<file path="config.mk">
export PLATFORM = sky130hd
export DESIGN_NAME = bfsp_ram
export DESIGN_NICKNAME = d
export VERILOG_FILES = /design/src/hw/rtl/bfsp_ram.sv
export SDC_FILE = /design/constraint.sdc
export NUM_CORES = 1
export LEC_CHECK = 0
export BUFFER_PORTS_ARGS = -buffer_cell sky130_fd_sc_hd__buf_2
export CORE_ASPECT_RATIO = 0.5
export CORE_MARGIN = 2
export CORE_UTILIZATION = 32
export DETAILED_ROUTE_END_ITERATION = 16
export MAX_ROUTING_LAYER = met4
export PLACE_DENSITY = 0.58
export SLEW_MARGIN = 20
export SYNTH_ARGS = -nofsm -noshare
export SYNTH_HDL_FRONTEND = slang
export SYNTH_SLANG_ARGS = --single-unit
</file>
<file path="constraint.sdc">
create_clock -name clock -period 5.28 [get_ports clock]
set_input_delay 0.792 -clock clock [delete_from_list [all_inputs] [get_ports clock]]
set_output_delay 0.792 -clock clock [all_outputs]
set_load 0.02 [all_outputs]
</file>
<file path="src/hw/rtl/bfsp_ram.sv">
module bfsp_ram #(
   parameter int WIDTH = 8,
   parameter int DEPTH = 32,
   localparam int AW   = $clog2(DEPTH)
) (
   input  logic             clock,
   input  logic             we,
   input  logic [AW-1:0]    waddr,
   input  logic [WIDTH-1:0] wdata,
   input  logic [AW-1:0]    raddr,
   output logic [WIDTH-1:0] rdata
);

   logic [WIDTH-1:0] mem_ff [DEPTH];
   logic [WIDTH-1:0] rdata_ff;

   always_ff @(posedge clock) begin
      if (we) begin
         mem_ff[waddr] <= wdata;
      end
      rdata_ff <= mem_ff[raddr];
   end

   assign rdata = rdata_ff;

endmodule

</file>
## Word-level counts from Yosys, hierarchy flattened

Memories as Yosys holds them, arrays and structs flattened. A register that Yosys moved wholly into a read port is not among the register bits.
Cells that the tools add are included.

| storage, ports and cells | value |
|---|---|
| bits in registers | 0 |
| memory bits (writable) | 256 |
| input bits | 20 |
| output and inout bits | 8 |
| memories kept | 1 |

| operators by class | value |
|---|---|
| multiplexer cells | 2 |

Memories:

| memory | depth | width | rd ports | clocked after memory_dff | wr ports | line | source |
|---|---|---|---|---|---|---|---|
| mem_ff | 32 | 8 | 1 | 1 | 1 | 14 | `logic [WIDTH-1:0] mem_ff [DEPTH];` |

Operators with widths:

| operator | number |
|---|---|
| two-way mux 1 bit | 2 |

## Longest topological paths before layout

Gate-level depths: netlist of the first run.

| depth | value |
|---|---|
| word-level depth | 2 |
| gate-level depth with buffers | 5 |
| mapped depth without buffers | 3 |

## Worst setup path after synthesis of the first run

No wires, ideal clock.

| timing path | value |
|---|---|
| path type | input to register |
| from | input raddr[2] |
| to | register rdata_ff[0], in the netlist rdata[0], read port of mem_ff |
| arrival time | 2.474 ns |
| required time | 5.159 ns |
| path slack | 2.686 ns |
| stages on the path | 5 |
| path buffers | 2 |
| cell sequence | clkbuf_1 > clkbuf_1 > mux4_2 > mux4_2 > mux2_2 |

RTL lines:

| what | line | source |
|---|---|---|
| start, declared | 10 | `input logic [AW-1:0] raddr,` |
| end, declared | 15 | `logic [WIDTH-1:0] rdata_ff;` |

==> results of run 1 <==
[stage by stage]
stage | setup WS [ps] | cell area (um2) | total power [uW] | cells
2_1_floorplan | 2690 | 10100 | 2520 | 417
3_3_place_gp | 1920 | 10600 | 2610 | 851
3_5_place_dp | 1930 | 10600 | 2620 | 851
4_1_cts | 2480 | 11500 | 4460 | 896
5_1_grt | 2360 | 11500 | 4540 | 896
6_report | 2530 | 11500 | 4420 | 896
[cells in the final DEF (no fill, tap or decap), drive strengths merged, types with 2 or more instances in the layout]
cell and instances:
clkinv 9, mux2 8, mux4 80, clkbuf 30, nand3 2, or3b 3, buf 31, edfxtp 256
nand3b 5, bufinv 5, dfxtp 8, nor2 33
[metal layers]
layer  GRT usage (%)  vias up  part of all wire [%]
met1            17.9     2392                    44
met3            2.37       38                   5.0
met2            21.9      121                    49
li1                -     1853                     -
met4            4.16        0                   2.6
met5               -        -                     0
[state kept, by name (all words and copies together), names as in the netlist]
register / count
rdata: 8
mem_ff: 256
[cells by family (layout without fill, tap and decap cells)]
logic type	count (synthesis)	in the layout	share of synthesized area (%)
buffers and inverters	20	76	1.06
AND/OR/NAND/NOR	45	45	2.07
flip-flops	264	264	78.1
multiplexers	88	88	18.8
[power groups by stage]
stage	registers (uW)	clock network [uW]	logic, uW
floorplan	2390	0	124
global placement	2380	0	228
detailed placement	2390	0	231
CTS	2340	1890	231
global route	2340	1960	241
finish	2340	1850	227
[worst max path at each step]
stage | start | end | slack, ps | depth (start not counted)
finish | raddr[0] | rdata[7] | 2530 | 5
global route | raddr[0] | rdata[7] | 2360 | 5
CTS | raddr[0] | rdata[1] | 2480 | 5
detailed placement | raddr[0] | rdata[1] | 1930 | 5
global placement | raddr[0] | rdata[7] | 1920 | 5
floorplan | raddr[2] | rdata[0] | 2690 | 5
[area by class of cell]
cell class | count | area, um2 | area share [%]
Clock buffer | 30 | 644 | 5.61
Clock inverter | 15 | 194 | 1.69
Tap cell | 423 | 529 | 4.61
Multi-Input combinational cell | 133 | 2100 | 18.3
Sequential cell | 264 | 7850 | 68.3
Timing Repair Buffer | 31 | 168 | 1.46
[worst register-to-register path, cell delays in order (launching register included)]
cell	delay [ps]
edfxtp_1	370
mux4_2	540
mux4_2	550
mux2_2	280
==> flow_summary.yaml, run 1 <==
global_route:
  grt_pass1_vias: 4447
  grt_antenna_before_repair: 0
  grt_max_degree: 33
  overflow: 0
  grt_pass1_wl_mm: 31.2
  track_usage_pct: 13.6
min_path:
  min_delay_path_depth: 2
  hp-start: "raddr[3]"
  min-delay-path-class: "input pin to flip-flop"
  whs_endpoint: "rdata[4]"
pwr:
  power_density_nw_per_um2: 385
  power_leakage_uw: 0.00350
  ir_worst_vdd_mv: 0.186
  swShare_pct: 20.1
  pwr-share-clk_pct: 41.9
  p_comb_share_pct: 5.1
  p_int_uw: 3530
  switchingPower_uw: 886
  seqPwrFrac_pct: 52.9
detailed_routing:
  vias: 4404
  drt_wl_total_mm: 21.2
  drc: 0
  avgViaCountPerCell: 4.92
  drtPass1Iterations: 5
  drt_iter0_drc: 430
  wl_per_cell_um: 23.7
  drtAntennaViolNets: 0
worst_setup_path:
  arrival_ps: 3160
  cp-end-kind: "flip-flop"
  crit-reg2reg-capture: "rdata[5]"
  critPathMaxFanout: 30
  r2r_cells: 3
  criticalPathCategory: "input pin to flip-flop"
  crit_family: "multiplexers"
  r2r-start: "mem_ff[28][5]"
  critPathRequiredTime_ps: 5690
  worst-path-buf-inv: 2
  path_cells: "buf_4, buf_4, mux4_2, mux4_2, mux2_2"
  slowest_stage: "mux4_2"
  critPathMaxStageDelay_ps: 620
  r2r_slack_ps: 3430
  crit_path_start_kind: "input pin"
logic_synthesis:
  synthFlopType: "edfxtp_1"
  synth_edf_count: 256
  synth_largest_area_cell: "edfxtp_1"
  synthMostInstantiatedCell: "edfxtp_1"
  synthTopCellsByArea: "edfxtp_1 76%, mux4_2 18%, dfxtp_1 1.6%"
  synth_fp_nets: 437
  synthTopCellsByCount: "256 x edfxtp_1, 80 x mux4_2, 33 x nor2_1"
  syn_area_per_cell_um2: 24.1
  ys_ff_latch: 264
  synth_area_um2: 10100
  yosysTopAreaCellShare_pct: 76.5
  netlist_instances: 417
  synthArstFlopShare_pct: 0
  seq_area_frac_synth_pct: 78.1
  ys.warnings.count: 0
  synth_cell_type_count: 15
clock_network:
  cts.path.max_buffers: 3
  tritoncts.num_buffers: 25
  clk_latency_ps: 520
  cts_sinks: 264
  clkSlewWorstSetupHoldPaths_ps: 70
  cts_setup_buffers: 0
  cts_tree: "yes"
  root_buffer: "clkbuf_16"
  cts_resized: 0
  htreeDepth: 1
  cts_hold_buf: 0
layout:
  fill_cells: 2743
  drive_gt1_share_pct: 32.8
  fin_util_pct: 37.5
  nets: 475
  syn_to_final_growth_pct: 14.2
  n_antenna_cell: 0
timing:
  setup_viol: 0
  setup-tns-final_ps: 0
  whs_ps: 713
  slew_violations: 0
  slew_headroom_pct: 28.2
  period_needed_ps: 2750
  rsz0062_at_grt: "no"
  max_freq_ghz: 0.363
  tightestPinTransition_ps: 1070
  finalCritPeriodShare_pct: 52.1
  hold_viol_final: 0
  clock_skew_ps: 11.4
floorplan:
  die_x_um: 255
  core_area_um2: 30600
  design.die.area_um2: 32900
  rows: 45
  io_pins: 28
  fp.dieH_um: 129
  start_util_pct: 32.8
run_status:
  outcome: "completed"
run:
  drv_cap: 0
placed_design:
  hpwl_mm: 12.9
  portBuffers: 27
  routabilityCongestion: 0.726
Note: power is estimated with default switching activity, not from simulation.
==> run 2: changes to the inputs <==
Settings changed: PLACE_DENSITY 0.58 to 0.59.
Clock period 5.28 ns to 2.5 ns, I/O delays scaled along.
==> flow_summary.yaml, run 2 (same netlist as run 1, synthesis figures left out) <==
run_status:
  outcome: "completed"
placed_design:
  hpwl_mm: 13.8
  routabilityCongestion: 0.732
  portBuffers: 27
clock_network:
  cts_setup_buffers: 0
  cts.path.max_buffers: 3
  cts_tree: "yes"
  tritoncts.num_buffers: 25
  root_buffer: "clkbuf_16"
  cts_hold_buf: 0
  clkSlewWorstSetupHoldPaths_ps: 70
  clk_latency_ps: 510
  cts_resized: 0
  htreeDepth: 1
  cts_sinks: 264
layout:
  largest_reg_flops: 256
  n_antenna_cell: 0
  largest-register: "mem_ff"
  syn_to_final_growth_pct: 18.0
  drive_gt1_share_pct: 38.9
  layout_common_cells: "256 x edfxtp_1, 80 x mux4_2, 40 x buf_4, 33 x nor2_1, 26 x buf_2"
  final_common_cell: "edfxtp_1"
  nets: 516
floorplan:
  design.die.area_um2: 32900
  die_x_um: 255
  start_util_pct: 32.8
  core_area_um2: 30600
  rows: 45
  io_pins: 28
  fp.dieH_um: 129
min_path:
  whs_endpoint: "rdata[7]"
  min_delay_path_depth: 2
  min-delay-path-class: "input pin to flip-flop"
  hp-start: "raddr[3]"
pwr:
  power_density_nw_per_um2: 782
  power_leakage_uw: 0.00373
  ir_worst_vdd_mv: 0.503
global_route:
  grt_pass1_vias: 4667
  overflow: 0
  grt_max_degree: 38
  track_usage_pct: 13.7
  grt_pass1_wl_mm: 31.4
  grt_antenna_before_repair: 0
worst_setup_path:
  cp.depth: 3
  r2r_cells: 3
  path_cells: "mux4_2, mux4_2, mux2_2"
  critPathMaxStageDelay_ps: 530
  critPathMaxFanout: 1
  slowest_stage: "mux4_2"
  worst-path-buf-inv: 0
  cp-end-kind: "flip-flop"
  cp_common_cell: "mux4_2"
  criticalPathCategory: "flip-flop to flip-flop"
  crit_path_start_kind: "flip-flop"
  crit_family: "multiplexers"
  r2r_slack_ps: 670
  r2r-start: "mem_ff[7][6]"
  arrival_ps: 2220
  critPathRequiredTime_ps: 2900
  crit-reg2reg-capture: "rdata[6]"
detailed_routing:
  drc: 0
  drt_iter0_drc: 375
  wl_per_cell_um: 22.5
  vias: 4486
  drtAntennaViolNets: 0
  drt_wl_total_mm: 21.1
  drtPass1Iterations: 4
  avgViaCountPerCell: 4.79
timing:
  whs_ps: 324
  setup_viol: 0
  tightestPinTransition_ps: 674
  finalCritPeriodShare_pct: 73.0
  hold_viol_final: 0
  rsz0062_at_grt: "no"
  max_freq_ghz: 0.548
  period_needed_ps: 1830
  setup-tns-final_ps: 0
  clock_skew_ps: 14.0
  slew_headroom_pct: 55.1
  slew_violations: 0
run:
  drv_cap: 0
[run 2: changes by cell type in the layout (fill, tap and decap cells not counted), sizes merged]
cell / previous run / this run
bufinv: 5 / 4
buf: 31 / 72
clkinvlp: 0 / 5
clkbuf: 30 / 29
clkinv: 9 / 6
[run 2: area by class of cell]
cell class	count	area, um2
fillers	2754	18800
well taps	423	529
clock inverters	16	191
flip-flops and latches	264	7850
repair buffers	72	551
clock buffers	29	641
multi-input cells	133	2100
[run 2: layer usage]
metal | up-vias | routed length, um | share of wire [%] | global-route usage [%]
met3 | 23 | 1560 | 7.4 | 2.37
met4 | 0 | 354 | 1.7 | 2.92
met1 | 2400 | 8580 | 41 | 17.6
met5 | - | 0 | 0 | -
met2 | 132 | 10600 | 50 | 23.1
li1 | 1931 | - | - | -
[run 2: how the worst max path moves through the flow]
stage / startpoint / endpoint / slack (ps)
after global routing: mem_ff[6][6] / rdata[6] / 640
final: mem_ff[7][6] / rdata[6] / 670
after CTS: mem_ff[6][6] / rdata[6] / 670
after detailed placement: raddr[0] / rdata[3] / 160
after global placement: raddr[0] / rdata[6] / 150
after floorplan: raddr[2] / rdata[0] / 320
[run 2: worst reg2reg max path, delay by kind of cell, from the launching register on]
kind          cells  cell delay (ps)
multiplexers      3             1340
flip-flops        1              370
[run 2: metrics by stage]
step	area, um2	total power (uW)	cells	util, %	worst slack [ps]
after floorplan	10100	5310	417	-	323
after global placement	11000	5550	892	36.0	151
after detailed placement	11000	5560	892	36.0	157
after CTS	11900	9350	937	38.7	672
after global routing	11900	9540	937	38.7	640
final	11900	9270	937	38.7	675
[run 2: report_power, final]
part | leakage, uW | internal, uW | switching (uW)
registers | 0.00237 | 4920 | 25.6
logic | 0.000968 | 218 | 285
clock network | 0.000389 | 2260 | 1570
total | 0.00373 | 7390 | 1880
