==> src/hw/rtl/bfsp_pkg.sv <==
package bfsp_pkg;

   // Defaults for the top-level parameters
   localparam int DEF_MAX_VERTICES = 32;
   localparam int DEF_WEIGHT_BITS  = 16;
   // Distance word: weight width, twice the vertex index width of headroom, plus one guard bit and a sign bit
   localparam int DEF_DIST_BITS    = DEF_WEIGHT_BITS + 2 * $clog2(DEF_MAX_VERTICES) + 2;

   // Weight value that means "no edge" (zero means the same)
   localparam int NO_EDGE_MARK = 10000;

   // Fixed field widths
   localparam int CSR_INDEX_W = 2;
   localparam int CSR_DATA_W  = 6;
   localparam int VERTEX_W    = 6;
   localparam int STATUS_W    = 2;
   localparam int DIST_OUT_W  = 32;

   // Register indexes
   localparam logic [CSR_INDEX_W-1:0] CSR_VERTEX_COUNT = 2'd0;
   localparam logic [CSR_INDEX_W-1:0] CSR_SOURCE       = 2'd1;
   localparam logic [CSR_INDEX_W-1:0] CSR_TARGET       = 2'd2;

   // Register reset values
   localparam logic [CSR_DATA_W-1:0] VCOUNT_RESET = 6'd32;
   localparam logic [CSR_DATA_W-1:0] SOURCE_RESET = 6'd1;
   localparam logic [CSR_DATA_W-1:0] TARGET_RESET = 6'd1;

   // Result status codes
   localparam logic [STATUS_W-1:0] ST_UNREACHABLE = 2'd0;
   localparam logic [STATUS_W-1:0] ST_NEG_CYCLE   = 2'd1;
   localparam logic [STATUS_W-1:0] ST_PATH        = 2'd2;

   // Decision of the relax unit for one edge
   typedef struct packed {
      logic take_dist;   // relaxation phase: new best distance for v
      logic mark_neg;    // cycle phase: v is hit by a negative cycle
   } relax_dec_type;

endpackage

==> src/hw/rtl/bfsp_relax_unit.sv <==
module bfsp_relax_unit
   import bfsp_pkg::*;
#(
   parameter int WEIGHT_BITS = DEF_WEIGHT_BITS,
   parameter int DIST_BITS   = DEF_DIST_BITS
) (
   input  logic                          phase_neg,
   input  logic signed [DIST_BITS-1:0]   dist_u,
   input  logic signed [WEIGHT_BITS-1:0] weight,
   input  logic signed [DIST_BITS-1:0]   dist_v,
   input  logic                          reached_v,
   input  logic                          neg_u,
   output logic signed [DIST_BITS-1:0]   sum,
   output relax_dec_type                 dec
);

   logic signed [32:0] w_wide;
   logic               edge_ok;
   logic               better;

   always_comb begin
      w_wide  = 33'(weight);
      edge_ok = (w_wide != 33'sd0) && (w_wide != 33'(NO_EDGE_MARK));
      sum     = dist_u + DIST_BITS'(weight);
      better  = sum < dist_v;
      dec.take_dist = !phase_neg && edge_ok && (!reached_v || better);
      dec.mark_neg  = phase_neg && edge_ok && (neg_u || !reached_v || better);
   end

endmodule

==> config.mk <==
export PLATFORM = sky130hd
export DESIGN_NAME = bfsp_relax_unit
export DESIGN_NICKNAME = d
export VERILOG_FILES = /design/src/hw/rtl/bfsp_pkg.sv /design/src/hw/rtl/bfsp_relax_unit.sv
export SDC_FILE = /design/constraint.sdc
export NUM_CORES = 1
export LEC_CHECK = 0
export BUFFER_PORTS_ARGS = -buffer_cell sky130_fd_sc_hd__buf_2
export CAP_MARGIN = 5
export CORE_ASPECT_RATIO = 1.1
export CORE_MARGIN = 2
export CORE_UTILIZATION = 49
export DETAILED_ROUTE_END_ITERATION = 8
export PLACE_DENSITY_LB_ADDON = 0.12
export SLEW_MARGIN = 25
export SYNTH_ARGS = -nofsm -noshare
export SYNTH_HDL_FRONTEND = slang
export SYNTH_SLANG_ARGS = --single-unit
==> constraint.sdc <==
create_clock -name vclk -period 9.8
set_input_delay 1.47 -clock vclk [all_inputs]
set_output_delay 1.47 -clock vclk [all_outputs]
set_load 0.02 [all_outputs]
* Yosys cells after proc, flatten, opt, wreduce, memory -nomap -nowiden *
Cells that the tools add are included.

word-level totals
  flip-flop bits (word level) = 0
  input port bits = 75
  output and inout bits = 30
  word-level logic and storage cells = 14

cells by class
  $add $sub $neg = 1
  order comparisons = 1
  eq/ne operators = 1
  reductions and logical operators = 11

operator list
  kind                  number
  $reduce_bool 33->1    1
  $add 28x16->28        1
  $lt 28x28->1          1
  $ne 16x15->1 const B  1
  $logic_and 1x1->1     5
  $logic_or 1x1->1      3
  $logic_not 1->1       2

* Logic depth before layout (Yosys ltp) *
Gate-level depths: netlist (run 1).

  word-level depth = 4
  gate-level depth with buffers = 15

* Least setup slack after synthesis (run 1) *
Ideal clock, no wire load.

  kind = in2out
  start point = input dist_u[14]
  end point = output dec[1] (netlist bit)
  data arrival time = 5.304 ns
  path slack = 3.026 ns
  stages = 15
  buffers on the path = 1
  path through = ha_1 > clkbuf_1 > a21oi_1 > o21ai_0 > a211o_1 > a21oi_1 > o211ai_1 > a211oi_1 > ha_1 > nand4_1 > nor4_1 > o31a_1 > a211oi_1 > a21oi_1 > nor4bb_1

RTL lines
  element      line                   text
  from (decl)  bfsp_relax_unit.sv:8   input logic signed [DIST_BITS-1:0] dist_u,
  to (decl)    bfsp_relax_unit.sv:14  output relax_dec_type dec

==> results of run 1 <==
-- layer usage --
| layer | wire length, µm | track usage |
|---|---|---|
| met5 | 0 | 0 |
| met4 | 180 | 0.0675 |
| met3 | 344 | 0.0251 |
| met2 | 3180 | 0.470 |
| met1 | 2850 | 0.282 |
-- power groups by stage --
stage	clock network [mW]	registers (mW)	logic [mW]
final	0	0	0.257
after global routing	0	0	0.288
after CTS	0	0	0.258
after detailed placement	0	0	0.257
after global placement	0	0	0.254
after floorplan	0	0	0.180
-- Yosys cell counts, types with 2 or more instances --
cell type  count  area [µm²]
a211oi_1       6        45.0
a21o_1        11        82.6
a21oi_1       37         185
a221o_1        3        30.0
a311oi_1       2        17.5
a31o_2         2        17.5
a31oi_1        3        18.8
and2_1         5        31.3
and3_1         4        25.0
clkbuf_1       5        18.8
ha_1          54         676
inv_1         31         116
nand2_1       28         105
nand3_1        6        30.0
nand4_1       10        62.6
nor2_1        16        60.1
nor2b_1        4        25.0
nor3_1         4        20.0
nor4_1         3        18.8
o211ai_1       2        15.0
o211ai_2       2        25.0
o21a_1         5        37.5
o21ai_0       15        75.1
o21bai_1       3        22.5
or3_1          2        12.5
or4_1          2        15.0
xnor2_1       15         131
xor2_1         9        78.8
-- cell type report --
| class | instances | area, µm² | share of cell area |
|---|---|---|---|
| multi-input combinational | 283 | 2160 | 0.752 |
| inverter | 31 | 116 | 0.0405 |
| tap | 56 | 70.1 | 0.0244 |
| timing repair buffer | 105 | 526 | 0.183 |
-- kinds of logic (layout without fill, tap and decap cells) --
kind of cell,after synthesis,count (layout),share of synthesized area
adder cells (fa/ha/maj),55,55,0.302
AND/OR/NAND/NOR,94,94,0.215
AO/OA/AOI/OAI,110,110,0.331
buffers and inverters,37,136,0.0609
XOR/XNOR,24,24,0.0914
-- metrics by stage --
step,setup slack [ns],std cells,power [mW]
floorplan,3.03,320,0.180
global placement,3.13,475,0.254
detailed placement,3.08,475,0.257
CTS,3.07,475,0.258
global route,2.75,475,0.288
finish,3.08,475,0.257
-- worst min-delay path, cell delays in order --
cell,delay (ns)
buf_2,0.08
nor4bb_1,0.04
buf_2,0.15
-- worst paths after layout --
path | from | endpoint | slack, ns | depth (start not counted)
worst max-delay path | dist_u[0] | dec[1] | 3.08 | 17
worst min-delay path | phase_neg | dec[1] | 3.21 | 3
==> summary.txt, run 1 <==
Final layout
  – Register area: 0 µm²
  – Num sequential: 0
  – Fin util: 0.626
  – Most frequent cells in the layout: buf_2, ha_1, a21oi_1
  – Commonest non-fill, non-tap cell in the layout: buf_2
  – Diode count: 0
  – Area Growth Syn to Fin: 24.9%
  – Final #Nets: 551
  – Clock buffer count: 0
  – Fill count: 455
  – Layout cells sized above 1: 0.286
  – Fin area: between 0.002 and 0.003 mm²

Placed design
  – Final RePlAce weighted congestion: roughly 0.92
  – Port Buffers: 105
  – Placed cell areas: around 0.0029 mm²
  – Detailed placer's ending HPWL: 5.78 mm

Power
  – Pint: around 100 µW
  – Peak supply drop: 40.4 µV
  – Pwr/cell area: 89.5 mW/mm²
  – P_leak: 1.52 nW
  – Net Switching: around 150 µW
  – Seq pwr share: 0
  – Sw frac: 0.601
  – Clock share of power: 0
  – Comb power frac: 1.000

STA
  – Finish-stage setup viols: 0
  – RSZ-0062 raised after global routing: false
  – Final TNS setup: 0 ns
  – Slew margin rel.: 0.650
  – Hold Vio Cnt, Final: 0
  – Actual slew at the worst max-slew pin: 0.512 ns
  – Fmax: 149 MHz
  – Slew Viols, Final: 0
  – Tmin final: 6.72 ns
  – Hold WS: 3.21 ns
  – Period Utilization, post-route: 0.686

Die
  – Chip Height: between 70 and 80 µm
  – FP Rows: 26
  – Die area: 0.00526 mm²
  – Die width: around 69 µm
  – Initial Utilization: 0.502
  – Ports: 105
  – Core Footprint: about 0.0046 mm²

Yosys
  – Mapped Nets: 450
  – Register area share after synthesis: 0
  – Synth warn: 0
  – Cells after Synth: 320
  – Avg Inst Size Synth: 7.19 µm²
  – Cell variety after synth: ~60
  – Cell area after synthesis: 0.00230 mm²

Global route
  – Global-route usage over all layers: 0.240
  – Grt total ovfl: 0
  – Vias in the first global route: 2,516
  – Pin count of the biggest net entering global routing: 15
  – First-pass GRT wire length: 10.7 mm
  – Initial antenna violation count: 0

Min path
  – Hold Crit Class: in -> out

Setup path
  – Critical path arrival: 5.25 ns
  – Slowest Stage Delay on Critical Path: 0.41 ns
  – CP max FO: 4
  – Critical-path top delay cell: fa_1
  – Crit. End Element: output pin
  – Data required time at the worst endpoint: 8.33 ns
  – Critical path class: in -> out
  – CP Buf/Inv Count: 2
  – Startpoint types: input pin
  – CP top delay family: compound AO/OA/AOI/OAI gates
  – Crit-path cells: buf_2 > ha_1 > fa_1 > a21o_1 > a221o_2 > a31oi_4 > o21ai_2 > a31oi_1 > xnor2_1 > ha_1 > nand4_1 > nor4_1 > o31a_1 > a211oi_1 > nand4b_1 > nor4bb_1 > buf_2

Route
  – Post-route DRC: 0
  – Final WL: 6.55 mm
  – Drt pass-1 iters: 4
  – Starting DRT DRC Count: 84
  – Wirelength per Cell: 13.8 µm
  – Via count: 2,727
  – DR vias/cell: 5.74
  – Final antenna-violating net count: 0

Clock network
  – CTS resizes: 0
  – Post-CTS Setup Bufs: 0
  – Hold_buf cts: 0

Run
  – Max-cap violations: 0

Outcome
  – Status: finished clean
Note: power is estimated with default switching activity, not from simulation.
==> run 2: changes to the inputs <==
CORE_UTILIZATION = 46   (was 49)
clock period = 5.7 ns   (was 9.8 ns; I/O delays follow)
==> run 2 against run 1 <==
  * Power up 76%
  * Worst hold slack worse by 1.2 ns
  * Setup slack worse by 2.8 ns
  * Sequential share of layout area unchanged
  * Via count about the same
  * Combinational power up 76%
  * Non-clock buffer count up 2
  * Core utilization down 3.1 points
  * Count of clock-buffer cells in the layout unchanged
  * Final cell count up 0.84%
  * Routed wire length up 4.8%
  * Critical endpoint is now dec[0]
==> summary.txt, run 2 (synthesized netlist as in run 1, its figures left out) <==
STA
  – Actual slew at the worst max-slew pin: 0.424 ns
  – Fmax: 184 MHz
  – Slew margin rel.: 0.715
  – Hold Vio Cnt, Final: 0
  – Period Utilization, post-route: 0.953
  – Finish-stage setup viols: 0
  – Final TNS setup: 0 ns
  – Slew Viols, Final: 0
  – RSZ-0062 raised after global routing: false
  – Tmin final: 5.43 ns
  – Final WS setup: 0.268 ns

Final layout
  – Fill count: 492
  – Clock buffer count: 0
  – Fin area: 0.00291 mm²
  – Register area: 0 µm²
  – Commonest non-fill, non-tap cell in the layout: buf_2
  – Layout cells sized above 1: 0.299
  – Final #Nets: approximately 550
  – Area Growth Syn to Fin: 26.6%
  – Most frequent cells in the layout: buf_2, ha_1, a21oi_1
  – Area of the multi-input gates: 0.00218 mm²
  – Num sequential: 0
  – Post-route insts no fill: 479
  – Diode count: 0

Die
  – Die area: about 0.0056 mm²
  – Chip Height: 78.2 µm
  – Core Footprint: 0.00490 mm²
  – Ports: 105
  – Die width: approximately 71 µm
  – FP Rows: 27
  – Initial Utilization: 0.470

Power
  – Clock share of power: 0
  – Net Switching: 272 µW
  – Comb power frac: 1.000
  – Peak supply drop: around 87 µV
  – P_leak: 1.54 nW
  – Pint: 180 µW
  – Pwr/cell area: 155 mW/mm²
  – Seq pwr share: 0
  – Sw frac: 0.601

Global route
  – Vias in the first global route: 2,562
  – M2 GR Usage: 0.451
  – Met3 global-route usage: 0.0218
  – Pin count of the biggest net entering global routing: 10
  – Grt total ovfl: 0
  – First-pass GRT wire length: 10.9 mm
  – Met1 Use GR: 0.275
  – Initial antenna violation count: 0
  – Most Used Layer, Global Route: met2
  – Global-route usage over all layers: 0.233

Setup path
  – Critical path class: in -> out
  – Startpoint types: input pin
  – CP max FO: 4
  – Data required time at the worst endpoint: ~4.9 ns
  – Crit. End Element: output pin
  – Critical path arrival: 4.58 ns

Placed design
  – Minimum setup slack after placement: 0.160 ns
  – Port Buffers: 105
  – Final RePlAce weighted congestion: 0.921
  – Cells after DPL: approximately 480
  – Placed cell areas: 0.00288 mm²
  – Detailed placer's ending HPWL: 5.99 mm

Min path
  – Hold Crit Class: in -> out
  – Hold Path Sink: dec[1]
  – Hold Startpoint: phase_neg
  – Hold Path Cell Cnt: 3

Route
  – Starting DRT DRC Count: 96
  – Post-route DRC: 0
  – DR vias/cell: approximately 5.7
  – Final antenna-violating net count: 0
  – Via count: 2,729
  – Drt pass-1 iters: 4
  – Wirelength per Cell: 14.3 µm
  – Final WL: 6.87 mm

Run
  – Max-cap violations: 0

Outcome
  – Status: finished clean

Clock network
  – Hold_buf cts: 0
## run 2: changes by cell type in the layout (fill, tap and decap cells not counted), sizes merged
cell / delta
buf: +2
## run 2: critical path: stages
cell and delay [ns]:
buf_2 0.10, ha_1 0.21, fa_1 0.40, a21o_1 0.19, a221o_2 0.40, a31oi_4 0.26
o21ai_2 0.12, a41oi_2 0.20, xnor2_1 0.11, ha_1 0.28, nand4_1 0.19, nor4_2 0.38
o31a_1 0.20, a211oi_2 0.06, a211oi_1 0.23, and4b_1 0.22, buf_2 0.15
## run 2: timing repair
item,in CTS,in global routing
resized for setup,0,5
setup endpoints to repair,0,2
setup buffers,0,1
## run 2: layout make-up
cell class                 count  share of cell area
tap                           58              0.0249
inverter                      31              0.0399
multi-input combinational    283               0.750
timing repair buffer         107               0.185
## run 2: per-stage QoR
| stage | util | hold WS (ns) | power, mW |
|---|---|---|---|
| 5_1_grt | 0.595 | 2.02 | 0.500 |
| 2_1_floorplan | - | 1.79 | 0.310 |
| 4_1_cts | 0.589 | 1.98 | 0.446 |
| 3_3_place_gp | 0.589 | 1.98 | 0.439 |
| 3_5_place_dp | 0.589 | 1.98 | 0.443 |
| 6_report | 0.595 | 1.99 | 0.452 |
## run 2: per-layer routing
metal	up-vias	share of wire
met4	0	0.0060
met3	4	0.049
met2	79	0.52
met5	-	0
li1	1414	-
met1	1232	0.43
## run 2: power groups by stage
| stage | Combinational [mW] | Clock (mW) | Sequential, mW |
|---|---|---|---|
| CTS | 0.446 | 0 | 0 |
| finish | 0.452 | 0 | 0 |
| global route | 0.500 | 0 | 0 |
| detailed placement | 0.443 | 0 | 0 |
| floorplan | 0.310 | 0 | 0 |
| global placement | 0.439 | 0 | 0 |
## run 2: worst max-delay path by stage
stage / from / endpoint / slack (ns) / cells past startpoint
3_5_place_dp: dist_u[0] / dec[0] / 0.16 / 17
4_1_cts: dist_u[0] / dec[0] / 0.16 / 17
2_1_floorplan: dist_u[14] / dec[1] / 0.16 / 15
6_report: dist_u[0] / dec[0] / 0.27 / 17
3_3_place_gp: weight[15] / dec[1] / 0.23 / 17
5_1_grt: weight[15] / dec[1] / 0.03 / 16
==> run 3: changes to the inputs <==
clock period = 4.7 ns   (was 5.7 ns; I/O delays follow)
==> run 3 against run 2 <==
  * Final cell count grew 18%
  * Core utilization increased by 17 points
  * Critical path depth is the same
  * Die area unchanged
  * Via count up 16%
  * First-iteration DRC count increased by 1.0%
  * Power up 61%
  * The run now ends with design-rule violations, negative setup slack left
  * Highest routed layer unchanged
==> summary.txt, run 3 (synthesized netlist as in run 1, its figures left out) <==
Final layout
  – Num sequential: 0
  – Area Growth Syn to Fin: 63.4%
  – Register area: 0 µm²
  – Layout cells sized above 1: 0.462
  – Post-route insts no fill: 567
  – Diode count: 0
  – Commonest non-fill, non-tap cell in the layout: buf_2
  – Clock buffer count: 0
  – Most frequent cells in the layout: buf_2, buf_4, ha_1
  – Final #Nets: 641

Setup path
  – Most frequent cell on the critical path: a31oi_4
  – CP max FO: 4
  – Crit. End Element: output pin
  – Critical path arrival: between 4 and 5 ns
  – Data required time at the worst endpoint: 3.99 ns
  – Slowest Stage Delay on Critical Path: 0.39 ns
  – Critical path class: in -> out
  – Critical-path top delay cell: a221o_2
  – Startpoint types: input pin
  – Crit-path cells: buf_8 > ha_4 > fa_2 > a21o_1 > a221o_2 > a31oi_4 > o21ai_4 > a41oi_2 > xnor2_2 > ha_1 > nand4_1 > nor4_2 > buf_4 > a31oi_4 > a211oi_2 > and4b_2 > buf_6

Die
  – Die width: 71.4 µm
  – FP Rows: 27
  – Ports: 105
  – Core Footprint: 0.00490 mm²
  – Chip Height: 78.2 µm
  – Die area: 0.00558 mm²
  – Initial Utilization: 0.470

Global route
  – Pin count of the biggest net entering global routing: 10
  – Global-route usage over all layers: 0.282
  – Vias in the first global route: 3,099
  – Grt total ovfl: 0
  – Initial antenna violation count: 0
  – First-pass GRT wire length: 13.3 mm

STA
  – Finish-stage setup viols: 2
  – Final WS setup: -0.239 ns
  – RSZ-0062 raised after global routing: true
  – Slew margin rel.: 0.720
  – Fmax: 202 MHz
  – Period Utilization, post-route: 1.05
  – Final TNS setup: -0.423 ns
  – Hold Vio Cnt, Final: 0
  – Hold WS: 1.71 ns
  – Slew Viols, Final: 0
  – Tmin final: 4.94 ns
  – Actual slew at the worst max-slew pin: roughly 0.41 ns

Route
  – Drt pass-1 iters: 7
  – Final WL: 8.16 mm
  – Starting DRT DRC Count: 97
  – Final antenna-violating net count: 0
  – Post-route DRC: 1
  – Via count: between 3,000 and 4,000
  – Wirelength per Cell: about 14 µm
  – DR vias/cell: 5.57

Min path
  – Hold Path Cell Cnt: 3
  – Hold Crit Class: in -> out

Power
  – Peak supply drop: 128 µV
  – Pwr/cell area: 194 mW/mm²
  – P_leak: 2.03 nW

Clock network
  – Hold_buf cts: 0

Placed design
  – Cells after DPL: 564
  – Detailed placer's ending HPWL: 7.22 mm
  – Final RePlAce weighted congestion: 1.00
  – Minimum setup slack after placement: -0.329 ns
  – Port Buffers: 105

Run
  – Max-cap violations: 0

Outcome
  – Failing checks: design-rule violations, negative setup slack
  – Status: finished with violations
[run 3: report_power, final]
part | switching (mW) | internal, mW | leakage (nW)
clock | 0 | 0 | 0
sequential | 0 | 0 | 0
combinational | 0.385 | 0.344 | 2.03
total | 0.385 | 0.344 | 2.03
[run 3: stage by stage]
step                      utilization  area [µm²]  total power, mW
after global placement          0.745        3650            0.678
final                           0.768        3760            0.729
after floorplan                     -        2420            0.401
after CTS                       0.762        3730            0.716
after detailed placement        0.745        3650            0.696
after global routing            0.768        3760            0.788
[run 3: repair_timing]
item | 4_1_cts | 5_1_grt
endpoints found under the setup margin | 2 | 2
resized for setup | 15 | 4
gates cloned | 0 | 0
pin swaps | 22 | 15
buffers inserted | 3 | 0
endpoints found under the hold margin | 0 | 0
[run 3: worst paths after layout]
kind | startpoint | to | slack [ns]
worst max-delay path | weight[0] | dec[0] | -0.24
worst min-delay path | phase_neg | dec[1] | 1.71
[run 3: critical path: cells and delay by family]
| kind | cells | cell delay (ns) |
|---|---|---|
| compound gates | 7 | 1.55 |
| xor+xnor | 1 | 0.09 |
| fa+ha+maj | 3 | 0.76 |
| buf+inv | 3 | 0.41 |
| simple gates | 3 | 0.71 |
[run 3: cell type report]
class,count,area [µm²]
multi-input combinational,283,2340
timing repair buffer,195,1230
inverter,31,116
tap,58,72.6
fill,393,1140
[run 3: layer usage]
metal  global-route usage  wire length (µm)
met5                    0                 0
met3               0.0167               441
met4               0.0509               121
met2                0.519              4070
met1                0.360              3530
